File: config.mk
export PLATFORM = sky130hd
export DESIGN_NAME = circular_list_cursor_engine
export DESIGN_NICKNAME = d
export VERILOG_FILES = /design/src/hdl/clce_pkg.sv /design/src/hdl/circular_list_cursor_engine.sv
export SDC_FILE = /design/constraint.sdc
export NUM_CORES = 2
export LEC_CHECK = 0
export BUFFER_PORTS_ARGS = -buffer_cell sky130_fd_sc_hd__buf_2
export CORE_MARGIN = 2
export CORE_UTILIZATION = 60
export DETAILED_ROUTE_END_ITERATION = 10
export PLACE_DENSITY = 0.73
export SLEW_MARGIN = 20
export SYNTH_ARGS = -nofsm -noshare
export SYNTH_HDL_FRONTEND = slang
export SYNTH_SLANG_ARGS = --single-unit
export TNS_END_PERCENT = 20
File: constraint.sdc
create_clock -name i_clk -period 6 [get_ports i_clk]
set_input_delay 1.2 -clock i_clk [delete_from_list [all_inputs] [get_ports i_clk]]
set_output_delay 1.2 -clock i_clk [all_outputs]
set_load 0.02 [all_outputs]
File: src/hdl/clce_pkg.sv
// Shared types, constants and helpers for the circular list cursor engine.
// No dependencies; used by circular_list_cursor_engine.
`default_nettype none

package clce_pkg;

    localparam int CAPACITY   = 64;
    localparam int DATA_WIDTH = 32;
    localparam int NSLOTS     = CAPACITY + 1;
    localparam int PTR_W      = $clog2(NSLOTS);
    localparam int POS_W      = 6;
    localparam int CNT_W      = 7;

    typedef enum logic [3:0] {
        OP_HEAD       = 4'd0,
        OP_NEXT       = 4'd1,
        OP_PRIOR      = 4'd2,
        OP_READ       = 4'd3,
        OP_INS_AFTER  = 4'd4,
        OP_INS_BEFORE = 4'd5,
        OP_REMOVE     = 4'd6,
        OP_FIND       = 4'd7,
        OP_LENGTH     = 4'd8,
        OP_TRAVERSE   = 4'd9,
        OP_CLEAR      = 4'd10,
        OP_JOSEPHUS   = 4'd11
    } t_op;

    typedef enum logic [2:0] {
        ST_OK        = 3'd0,
        ST_EMPTY     = 3'd1,
        ST_FULL      = 3'd2,
        ST_NOT_FOUND = 3'd3,
        ST_SENTINEL  = 3'd4,
        ST_BAD_ROUND = 3'd5
    } t_status;

    typedef enum logic [4:0] {
        S_IDLE,
        S_DISP,
        S_NX1,
        S_RD1,
        S_PRED,
        S_L0,
        S_L1,
        S_L2,
        S_L3,
        S_U0,
        S_U1,
        S_U2,
        S_FIND,
        S_TRAV,
        S_JR,
        S_JS,
        S_JS1,
        S_EMIT
    } t_state;

    // Link value of a slot that has not been written since reset or clear:
    // sentinel points to itself, item slots are chained free in order.
    function automatic logic [PTR_W-1:0] reset_link(input logic [PTR_W-1:0] a);
        logic [PTR_W-1:0] r;
        if (a == PTR_W'(0) || a == PTR_W'(CAPACITY)) begin
            r = '0;
        end else begin
            r = a + PTR_W'(1);
        end
        return r;
    endfunction

endpackage

`default_nettype wire

File: src/hdl/circular_list_cursor_engine.sv
// Circular list cursor engine: sentinel-based singly linked list in slot memories.
// Depends on clce_pkg.
//
//  channel | direction | handshake                   | payload
//  --------+-----------+-----------------------------+--------------------------------------
//  in      | input     | i_in_valid / o_in_ready     | i_op i_value i_rounds i_step_count
//  out     | output    | o_out_valid / i_out_ready   | o_status o_item o_position
//          |           |                             | o_list_length o_last
//
// One item at a time. Memory reads are registered, so every access is read-then-use:
// head, length and clear need no read; prior, insert before and remove walk the link
// memory one slot per cycle, find likewise, traverse one slot per cycle while the
// output is not stalled, and Josephus walks the step count then unlinks per round.
// Reset is synchronous; link memory returns to its reset image through per-slot
// valid bits, so no clearing pass is needed. A stalled output beat holds the engine.
`default_nettype none

module circular_list_cursor_engine (
    input  wire logic        i_clk,
    input  wire logic        i_rst_n,
    input  wire logic        i_in_valid,
    output logic             o_in_ready,
    input  wire logic [3:0]  i_op,
    input  wire logic [31:0] i_value,
    input  wire logic [6:0]  i_rounds,
    input  wire logic [7:0]  i_step_count,
    output logic             o_out_valid,
    input  wire logic        i_out_ready,
    output logic [2:0]       o_status,
    output logic [31:0]      o_item,
    output logic [5:0]       o_position,
    output logic [6:0]       o_list_length,
    output logic             o_last
);

    localparam int PW = clce_pkg::PTR_W;
    localparam int DW = clce_pkg::DATA_WIDTH;
    localparam int CW = clce_pkg::CNT_W;
    localparam int QW = clce_pkg::POS_W;

    // slot memories
    logic [PW-1:0] r_next_mem [clce_pkg::NSLOTS];
    logic [DW-1:0] r_data_mem [clce_pkg::NSLOTS];
    logic [clce_pkg::NSLOTS-1:0] r_vld;

    clce_pkg::t_state r_state, n_state;
    clce_pkg::t_op    r_op, n_op;
    logic [DW-1:0]    r_val, n_val;
    logic [6:0]       r_rounds, n_rounds;
    logic [7:0]       r_k, n_k;
    logic [PW-1:0]    r_cursor, n_cursor;
    logic [PW-1:0]    r_free, n_free;
    logic [CW-1:0]    r_count, n_count;
    logic [PW-1:0]    r_head;
    logic [PW-1:0]    r_p, n_p;
    logic [PW-1:0]    r_at, n_at;
    logic [PW-1:0]    r_s, n_s;
    logic [PW-1:0]    r_nc, n_nc;
    logic [CW-1:0]    r_i, n_i;
    logic [7:0]       r_j, n_j;
    clce_pkg::t_status r_st, n_st;
    logic [DW-1:0]    r_item, n_item;
    logic [QW-1:0]    r_pos, n_pos;
    logic             r_last, n_last;

    logic [PW-1:0]    r_nx_q;
    logic [DW-1:0]    r_dt_q;

    logic             r_ovld;
    logic [2:0]       r_o_st;
    logic [DW-1:0]    r_o_item;
    logic [QW-1:0]    r_o_pos;
    logic [CW-1:0]    r_o_len;
    logic             r_o_last;

    // memory and output controls
    logic             rd_en;
    logic [PW-1:0]    rd_addr;
    logic             nw_en;
    logic [PW-1:0]    nw_addr;
    logic [PW-1:0]    nw_data;
    logic             dw_en;
    logic             clr;
    logic             ld;
    clce_pkg::t_status ld_st;
    logic [DW-1:0]    ld_item;
    logic [QW-1:0]    ld_pos;
    logic             ld_last;

    logic accept;
    logic can_emit;
    logic trav_last;
    logic [PW-1:0] jump_nx;

    assign o_in_ready = (r_state == clce_pkg::S_IDLE);
    assign accept     = i_in_valid && o_in_ready;
    assign can_emit   = !r_ovld || i_out_ready;
    assign trav_last  = (r_nx_q == '0) || (r_i == CW'(clce_pkg::CAPACITY - 1));
    assign jump_nx    = (r_nx_q == '0) ? r_head : r_nx_q;

    // next state
    always_comb begin
        n_state = r_state;
        case (r_state)
            clce_pkg::S_IDLE: begin
                if (accept) n_state = clce_pkg::S_DISP;
            end
            clce_pkg::S_DISP: begin
                case (r_op)
                    clce_pkg::OP_NEXT: begin
                        n_state = (r_count == '0) ? clce_pkg::S_EMIT : clce_pkg::S_NX1;
                    end
                    clce_pkg::OP_PRIOR: begin
                        n_state = (r_count == '0) ? clce_pkg::S_EMIT : clce_pkg::S_PRED;
                    end
                    clce_pkg::OP_READ: begin
                        n_state = (r_count == '0 || r_cursor == '0) ? clce_pkg::S_EMIT
                                                                    : clce_pkg::S_RD1;
                    end
                    clce_pkg::OP_INS_AFTER: begin
                        n_state = (r_count >= CW'(clce_pkg::CAPACITY)) ? clce_pkg::S_EMIT
                                                                       : clce_pkg::S_L0;
                    end
                    clce_pkg::OP_INS_BEFORE: begin
                        n_state = (r_count == '0 || r_count >= CW'(clce_pkg::CAPACITY))
                                  ? clce_pkg::S_EMIT : clce_pkg::S_PRED;
                    end
                    clce_pkg::OP_REMOVE: begin
                        n_state = (r_count == '0 || r_cursor == '0) ? clce_pkg::S_EMIT
                                                                    : clce_pkg::S_PRED;
                    end
                    clce_pkg::OP_FIND: begin
                        n_state = (r_count == '0) ? clce_pkg::S_EMIT : clce_pkg::S_FIND;
                    end
                    clce_pkg::OP_TRAVERSE: begin
                        n_state = (r_count == '0) ? clce_pkg::S_EMIT : clce_pkg::S_TRAV;
                    end
                    clce_pkg::OP_JOSEPHUS: begin
                        n_state = (r_rounds >= r_count || r_rounds == '0) ? clce_pkg::S_EMIT
                                                                          : clce_pkg::S_JR;
                    end
                    default: n_state = clce_pkg::S_EMIT;
                endcase
            end
            clce_pkg::S_NX1:  n_state = clce_pkg::S_EMIT;
            clce_pkg::S_RD1:  n_state = clce_pkg::S_EMIT;
            clce_pkg::S_PRED: begin
                if (r_nx_q == r_cursor) begin
                    case (r_op)
                        clce_pkg::OP_PRIOR:      n_state = clce_pkg::S_EMIT;
                        clce_pkg::OP_INS_BEFORE: n_state = clce_pkg::S_L0;
                        default:                 n_state = clce_pkg::S_U0;
                    endcase
                end
            end
            clce_pkg::S_L0:   n_state = clce_pkg::S_L1;
            clce_pkg::S_L1:   n_state = clce_pkg::S_L2;
            clce_pkg::S_L2:   n_state = clce_pkg::S_L3;
            clce_pkg::S_L3:   n_state = clce_pkg::S_EMIT;
            clce_pkg::S_U0:   n_state = clce_pkg::S_U1;
            clce_pkg::S_U1:   n_state = clce_pkg::S_U2;
            clce_pkg::S_U2:   n_state = clce_pkg::S_EMIT;
            clce_pkg::S_FIND: begin
                if (r_dt_q == r_val || trav_last) n_state = clce_pkg::S_EMIT;
            end
            clce_pkg::S_TRAV: begin
                if (can_emit && trav_last) n_state = clce_pkg::S_IDLE;
            end
            clce_pkg::S_JR:   n_state = clce_pkg::S_JS;
            clce_pkg::S_JS: begin
                n_state = (r_j < r_k) ? clce_pkg::S_JS1 : clce_pkg::S_PRED;
            end
            clce_pkg::S_JS1:  n_state = clce_pkg::S_JS;
            clce_pkg::S_EMIT: begin
                if (can_emit) n_state = r_last ? clce_pkg::S_IDLE : clce_pkg::S_JR;
            end
            default: n_state = clce_pkg::S_IDLE;
        endcase
    end

    // datapath and memory controls
    always_comb begin
        n_op     = r_op;
        n_val    = r_val;
        n_rounds = r_rounds;
        n_k      = r_k;
        n_cursor = r_cursor;
        n_free   = r_free;
        n_count  = r_count;
        n_p      = r_p;
        n_at     = r_at;
        n_s      = r_s;
        n_nc     = r_nc;
        n_i      = r_i;
        n_j      = r_j;
        n_st     = r_st;
        n_item   = r_item;
        n_pos    = r_pos;
        n_last   = r_last;
        rd_en    = 1'b0;
        rd_addr  = r_cursor;
        nw_en    = 1'b0;
        nw_addr  = r_at;
        nw_data  = r_s;
        dw_en    = 1'b0;
        clr      = 1'b0;
        ld       = 1'b0;
        ld_st    = r_st;
        ld_item  = r_item;
        ld_pos   = r_pos;
        ld_last  = r_last;

        case (r_state)
            clce_pkg::S_IDLE: begin
                if (accept) begin
                    n_op     = clce_pkg::t_op'(i_op);
                    n_val    = i_value;
                    n_rounds = i_rounds;
                    n_k      = i_step_count;
                    n_st     = clce_pkg::ST_OK;
                    n_item   = '0;
                    n_pos    = '0;
                    n_last   = 1'b1;
                end
            end
            clce_pkg::S_DISP: begin
                case (r_op)
                    clce_pkg::OP_HEAD: begin
                        n_cursor = r_head;
                        if (r_count == '0) n_st = clce_pkg::ST_EMPTY;
                    end
                    clce_pkg::OP_NEXT: begin
                        if (r_count == '0) begin
                            n_st = clce_pkg::ST_EMPTY;
                        end else begin
                            rd_en   = 1'b1;
                            rd_addr = r_cursor;
                        end
                    end
                    clce_pkg::OP_PRIOR: begin
                        if (r_count == '0) begin
                            n_st = clce_pkg::ST_EMPTY;
                        end else begin
                            rd_en   = 1'b1;
                            rd_addr = '0;
                            n_p     = '0;
                        end
                    end
                    clce_pkg::OP_READ: begin
                        if (r_count == '0) begin
                            n_st = clce_pkg::ST_EMPTY;
                        end else if (r_cursor == '0) begin
                            n_st = clce_pkg::ST_SENTINEL;
                        end else begin
                            rd_en   = 1'b1;
                            rd_addr = r_cursor;
                        end
                    end
                    clce_pkg::OP_INS_AFTER: begin
                        if (r_count >= CW'(clce_pkg::CAPACITY)) begin
                            n_st = clce_pkg::ST_FULL;
                        end else begin
                            n_at = r_cursor;
                        end
                    end
                    clce_pkg::OP_INS_BEFORE: begin
                        if (r_count == '0) begin
                            n_st = clce_pkg::ST_EMPTY;
                        end else if (r_count >= CW'(clce_pkg::CAPACITY)) begin
                            n_st = clce_pkg::ST_FULL;
                        end else begin
                            rd_en   = 1'b1;
                            rd_addr = '0;
                            n_p     = '0;
                        end
                    end
                    clce_pkg::OP_REMOVE: begin
                        if (r_count == '0) begin
                            n_st = clce_pkg::ST_EMPTY;
                        end else if (r_cursor == '0) begin
                            n_st = clce_pkg::ST_SENTINEL;
                        end else begin
                            rd_en   = 1'b1;
                            rd_addr = '0;
                            n_p     = '0;
                        end
                    end
                    clce_pkg::OP_FIND, clce_pkg::OP_TRAVERSE: begin
                        if (r_count == '0) begin
                            n_st = clce_pkg::ST_EMPTY;
                        end else begin
                            rd_en   = 1'b1;
                            rd_addr = r_head;
                            n_i     = '0;
                        end
                    end
                    clce_pkg::OP_CLEAR: begin
                        clr      = 1'b1;
                        n_free   = PW'(1);
                        n_count  = '0;
                        n_cursor = '0;
                    end
                    clce_pkg::OP_JOSEPHUS: begin
                        if (r_rounds >= r_count) begin
                            n_st = clce_pkg::ST_BAD_ROUND;
                        end else if (r_rounds != '0) begin
                            n_cursor = r_head;
                            n_i      = '0;
                        end
                    end
                    default: begin
                    end
                endcase
            end
            clce_pkg::S_NX1: n_cursor = r_nx_q;
            clce_pkg::S_RD1: n_item = r_dt_q;
            clce_pkg::S_PRED: begin
                if (r_nx_q == r_cursor) begin
                    if (r_op == clce_pkg::OP_PRIOR) n_cursor = r_p;
                    else                            n_at     = r_p;
                end else begin
                    n_p     = r_nx_q;
                    rd_en   = 1'b1;
                    rd_addr = r_nx_q;
                end
            end
            // link a free slot after r_at
            clce_pkg::S_L0: begin
                n_s     = r_free;
                rd_en   = 1'b1;
                rd_addr = r_free;
            end
            clce_pkg::S_L1: begin
                n_free  = r_nx_q;
                rd_en   = 1'b1;
                rd_addr = r_at;
            end
            clce_pkg::S_L2: begin
                nw_en   = 1'b1;
                nw_addr = r_s;
                nw_data = r_nx_q;
                dw_en   = 1'b1;
            end
            clce_pkg::S_L3: begin
                nw_en   = 1'b1;
                nw_addr = r_at;
                nw_data = r_s;
                n_count = r_count + CW'(1);
            end
            // unlink the cursor slot, r_at holds its predecessor
            clce_pkg::S_U0: begin
                rd_en   = 1'b1;
                rd_addr = r_cursor;
            end
            clce_pkg::S_U1: begin
                n_item  = r_dt_q;
                n_nc    = r_nx_q;
                nw_en   = 1'b1;
                nw_addr = r_at;
                nw_data = r_nx_q;
            end
            clce_pkg::S_U2: begin
                nw_en    = 1'b1;
                nw_addr  = r_cursor;
                nw_data  = r_free;
                n_free   = r_cursor;
                n_count  = r_count - CW'(1);
                n_cursor = r_nc;
                if (r_op == clce_pkg::OP_JOSEPHUS) begin
                    n_last = (r_i + CW'(1) == r_rounds);
                    n_i    = r_i + CW'(1);
                end
            end
            clce_pkg::S_FIND: begin
                if (r_dt_q == r_val) begin
                    n_item = r_dt_q;
                    n_pos  = r_i[QW-1:0];
                end else if (trav_last) begin
                    n_st = clce_pkg::ST_NOT_FOUND;
                end else begin
                    rd_en   = 1'b1;
                    rd_addr = r_nx_q;
                    n_i     = r_i + CW'(1);
                end
            end
            clce_pkg::S_TRAV: begin
                if (can_emit) begin
                    ld      = 1'b1;
                    ld_st   = clce_pkg::ST_OK;
                    ld_item = r_dt_q;
                    ld_pos  = r_i[QW-1:0];
                    ld_last = trav_last;
                    if (!trav_last) begin
                        rd_en   = 1'b1;
                        rd_addr = r_nx_q;
                        n_i     = r_i + CW'(1);
                    end
                end
            end
            // new round: the sentinel is never counted
            clce_pkg::S_JR: begin
                if (r_cursor == '0) n_cursor = r_head;
                n_j = 8'd1;
            end
            clce_pkg::S_JS: begin
                rd_en = 1'b1;
                if (r_j < r_k) begin
                    rd_addr = r_cursor;
                end else begin
                    rd_addr = '0;
                    n_p     = '0;
                end
            end
            clce_pkg::S_JS1: begin
                n_cursor = jump_nx;
                n_j      = r_j + 8'd1;
            end
            clce_pkg::S_EMIT: begin
                if (can_emit) begin
                    ld = 1'b1;
                    if (!r_last) begin
                        n_st   = clce_pkg::ST_OK;
                        n_item = '0;
                    end
                end
            end
            default: begin
            end
        endcase
    end

    // slot memories, one read and one write per cycle
    always_ff @(posedge i_clk) begin
        if (rd_en) begin
            r_nx_q <= r_vld[rd_addr] ? r_next_mem[rd_addr] : clce_pkg::reset_link(rd_addr);
            r_dt_q <= r_data_mem[rd_addr];
        end
        if (nw_en) begin
            r_next_mem[nw_addr] <= nw_data;
        end
        if (dw_en) begin
            r_data_mem[r_s] <= r_val;
        end
    end

    always_ff @(posedge i_clk) begin
        if (!i_rst_n || clr) begin
            r_vld  <= '0;
            r_head <= '0;
        end else if (nw_en) begin
            r_vld[nw_addr] <= 1'b1;
            if (nw_addr == '0) r_head <= nw_data;
        end
    end

    always_ff @(posedge i_clk) begin
        if (!i_rst_n) begin
            r_state  <= clce_pkg::S_IDLE;
            r_cursor <= '0;
            r_free   <= PW'(1);
            r_count  <= '0;
            r_ovld   <= 1'b0;
        end else begin
            r_state  <= n_state;
            r_cursor <= n_cursor;
            r_free   <= n_free;
            r_count  <= n_count;
            if (ld)               r_ovld <= 1'b1;
            else if (i_out_ready) r_ovld <= 1'b0;
        end
    end

    always_ff @(posedge i_clk) begin
        r_op     <= n_op;
        r_val    <= n_val;
        r_rounds <= n_rounds;
        r_k      <= n_k;
        r_p      <= n_p;
        r_at     <= n_at;
        r_s      <= n_s;
        r_nc     <= n_nc;
        r_i      <= n_i;
        r_j      <= n_j;
        r_st     <= n_st;
        r_item   <= n_item;
        r_pos    <= n_pos;
        r_last   <= n_last;
        if (ld) begin
            r_o_st   <= ld_st;
            r_o_item <= ld_item;
            r_o_pos  <= ld_pos;
            r_o_len  <= r_count;
            r_o_last <= ld_last;
        end
    end

    assign o_out_valid   = r_ovld;
    assign o_status      = r_o_st;
    assign o_item        = r_o_item;
    assign o_position    = r_o_pos;
    assign o_list_length = r_o_len;
    assign o_last        = r_o_last;

endmodule

`default_nettype wire
==> flow_summary_export.csv <==
group,metric,value,unit
cells_and_area,nNetsFinal,9451,
place,gp_congestion,0.968,
power,leakagePower,45.2,nW
grt,grt_pass1_wl,499,mm
worst_setup_path,cp_max_fo,26,
clock_tree,cts_inserted_buffers,297,
drt,final_antenna_net_count,0,
worst_setup_path,start_kind,"flop",
floorplanning,die_area,197000,um2
floorplanning,die_height,444,um
cells_and_area,syn2layout_area_growth,12.5,%
timing,maxSlewHeadroom,20.3,%
timing,hold_viol,0,
run_status,status,"finished with violations",
yosys,yosys-top-cells-count,"edfxtp_1 (2,759), nand2_1 (2,718), nand3_1 (1,165)",
worst_setup_path,arrival,6920,ps
cells_and_area,multiInputGateArea,29000,um2
worst_setup_path,r2r_setup_slack,-270,ps
timing,worstMarginPinSlew,1200,ps
clock_tree,cts_tree,"yes",
yosys,synth_area_per_cell,12.6,um2
worst_setup_path,critPathLaunch,"r_dt_q[12]",
cells_and_area,design_area,131000,um2
yosys,synth_ff_type,"edfxtp_1",
floorplanning,rows,161,
worst_setup_path,path_class,"flop to flop",
yosys,yosysWarnings,0,
run_status,violations,"negative setup slack",
drt,vias,80464,
cells_and_area,fillCellCount,13043,
grt,busiest_layer,"met2",
drt,wirelength,342,mm
grt,grt_util_met1,47.2,%
yosys,synth_top_area_share,71.3,%
place,dp_slack,172,ps
clock_tree,cts_setup_buffers,0,
grt,gr-usage-met3,7.77,%
timing,fin_crit_sh,104,%
grt,grt_antenna_before_repair,13,
grt,grt_use_total,34.2,%
power,p_per_area,567,nW/um2
yosys,synth.most_common_cell,"edfxtp_1",
yosys,synthTopCellsByArea,"edfxtp_1 (71%), nand2_1 (8.8%), nand3_1 (5.0%)",
power,peakVddDrop,0.000670,V
floorplanning,core,193000,um2
grt,grt_pass1_vias,76553,
grt,grt_max_degree,101,
drt,post_drt_wl_per_cell,28.3,um
yosys,syn_nets,9285,
worst_setup_path,r2r_start,"r_dt_q[12]",
power,fin_total_pwr,0.0741,W
cells_and_area,final_cells,12104,
run,drv_cap,0,
floorplanning,io_pins,106,
timing,max_freq,160,MHz
drt,drc_errors,0,
yosys,synth_top_cell_by_area,"edfxtp_1",
yosys,synth_edf_count,2759,
place,port-buffer-count,105,
cells_and_area,regArea,84800,um2
place,hpwlAfterDp,200,mm
drt,vias_per_cell,6.65,
clock_tree,clkLatencyLatePin,940,ps
min_path,hold_class,"input port to flop",
clock_tree,clk_pin_slew,70,ps
timing,min_period,6270,ps
worst_setup_path,cp.required,6650,ps
cells_and_area,fin_util,67.9,%
yosys,synthArstFlopShare,0,%
yosys,synthesis.area,116000,um2
clock_tree,clkSinkCount,2858,
yosys,ys_ff_latch,2858,
timing,rsz0062_at_grt,"yes",
yosys,synthCells,9206,
grt,grt_util_met2,51.6,%
clock_tree,htreeDepth,5,
timing,final-setup-viol-count,4,
clock_tree,clockRootBuffer,"clkbuf_16",
cells_and_area,drive_gt1_share,10.7,%
yosys,seq_area_frac_synth,73.0,%
drt,drt_iter0_drc,12860,
timing,skew,63.0,ps
drt,firstDrtPassIters,10,
timing,layout_setup_ws,-266,ps
yosys,synthDistinctLibCells,88,
worst_setup_path,cp-end-kind,"flop",
floorplanning,die_w,444,um
clock_tree,cts_buffer_depth,4,
timing,maxSlewViolCount,0,
grt,gr-total-overflow,0,
min_path,min-delay-start,"i_value[14]",
floorplanning,initial_core_util,60.3,%
place,dp.cells,11598,
place,placed_cell_area,121000,um2
-- worst max-delay path, stage by stage (launching register included) --
cell      delay [ps]
edfxtp_1         760
xnor2_1          190
nand4_1          290
nor4_4           760
a211oi_1         170
or3_1            560
a221oi_4         600
buf_12           310
buf_12           240
buf_12           170
buf_4            250
a311oi_1          90
a311oi_1         300
a311oi_1         100
a21oi_1          650
nor2_1           140
a221o_1          350
-- where the power goes --
group	internal [W]	leakage, nW	total [W]	switching, W
Sequential	0.0240	25.7	0.0250	0.000982
Clock	0.0104	4.49	0.0179	0.00745
Combinational	0.00934	15.1	0.0312	0.0219
Total	0.0438	45.2	0.0741	0.0303
-- state kept, by name, summed over array words and instances, names as in the netlist, 6 cells and up --
signal         count
r_cursor           7
r_vld             65
o_list_length      7
r_next_mem       455
r_data_mem      2080
r_p                7
o_item            32
r_dt_q            32
r_s                7
r_item            32
r_at               7
r_k                8
r_nx_q             7
r_val             32
r_count            7
o_position         6
r_rounds           7
r_free             7
r_head             7
r_nc               7
r_i                7
r_pos              6
r_j                8
-- cell families (layout without fill, tap and decap cells) --
group | count (synthesis) | count (layout) | share of synthesized area [%]
buffers and inverters | 669 | 1038 | 2.57
AOI/OAI and AO/OA | 895 | 895 | 6.09
xor gates and xnor gates | 67 | 67 | 0.505
DFF | 2858 | 2858 | 73.0
other | 0 | 3 | 0
and+or+nand+nor | 4668 | 4668 | 17.3
muxes | 25 | 25 | 0.303
adders and majority gates | 24 | 24 | 0.265
-- worst paths after layout --
check,endpoint,cells after the start
hold reg to reg,r_vld[34],2
setup / recovery,r_dt_q[28],16
setup reg to reg,r_dt_q[28],16
hold / removal,r_val[14],1
-- through the flow --
step	hold slack [ps]	setup TNS, ps
2_1_floorplan	421	0
3_3_place_gp	447	0
3_5_place_dp	457	0
4_1_cts	403	0
5_1_grt	427	-90.9
6_report	458	-359
-- repair_timing --
item                                    in CTS  in global routing
endpoints found under the hold margin        0                  0
endpoints found under the setup margin       0                  9
hold buffers                                 0                  0
resized for setup                            0                  3
-- metal layers --
layer	vias to the layer above	share of wire, %	wire, um
li1	34171	-	-
met1	39295	36	123000
met2	6004	45	153000
met3	988	14	46300
met4	6	5.7	19500
met5	-	0.012	41
-- layout make-up --
cell class | count | share of cell area (%)
Antenna cell | 3 | 0.00574
Clock inverter | 134 | 1.05
Clock buffer | 368 | 5.98
Tap cell | 2526 | 2.42
Timing Repair Buffer | 498 | 3.34
Sequential cell | 2858 | 64.9
Inverter | 38 | 0.126
Multi-Input combinational cell | 5679 | 22.2
-- placed cells by master, fill, tap and decap left out, types with 32 or more instances in the layout --
| master | netlist | layout |
|---|---|---|
| a311oi_1 | 382 | 382 |
| a21oi_1 | 104 | 104 |
| and3_1 | 207 | 207 |
| buf_12 | 0 | 70 |
| nor2_1 | 386 | 316 |
| buf_2 | 283 | 105 |
| dfxtp_1 | 99 | 99 |
| clkbuf_1 | 251 | 63 |
| o31ai_1 | 40 | 39 |
| nor2b_1 | 32 | 32 |
| clkinv_2 | 0 | 47 |
| clkinv_1 | 1 | 47 |
| a311o_1 | 36 | 36 |
| o21ai_0 | 49 | 49 |
| nand2_1 | 2718 | 2717 |
| clkbuf_16 | 0 | 300 |
| edfxtp_1 | 2759 | 2759 |
| nand3_1 | 1165 | 1164 |
| a221o_1 | 39 | 37 |
| and2_1 | 56 | 56 |
| xnor2_1 | 55 | 55 |
| buf_4 | 24 | 322 |
| nor2_4 | 0 | 68 |
| a31oi_1 | 68 | 68 |
Note: power is estimated with default switching activity, not from simulation.
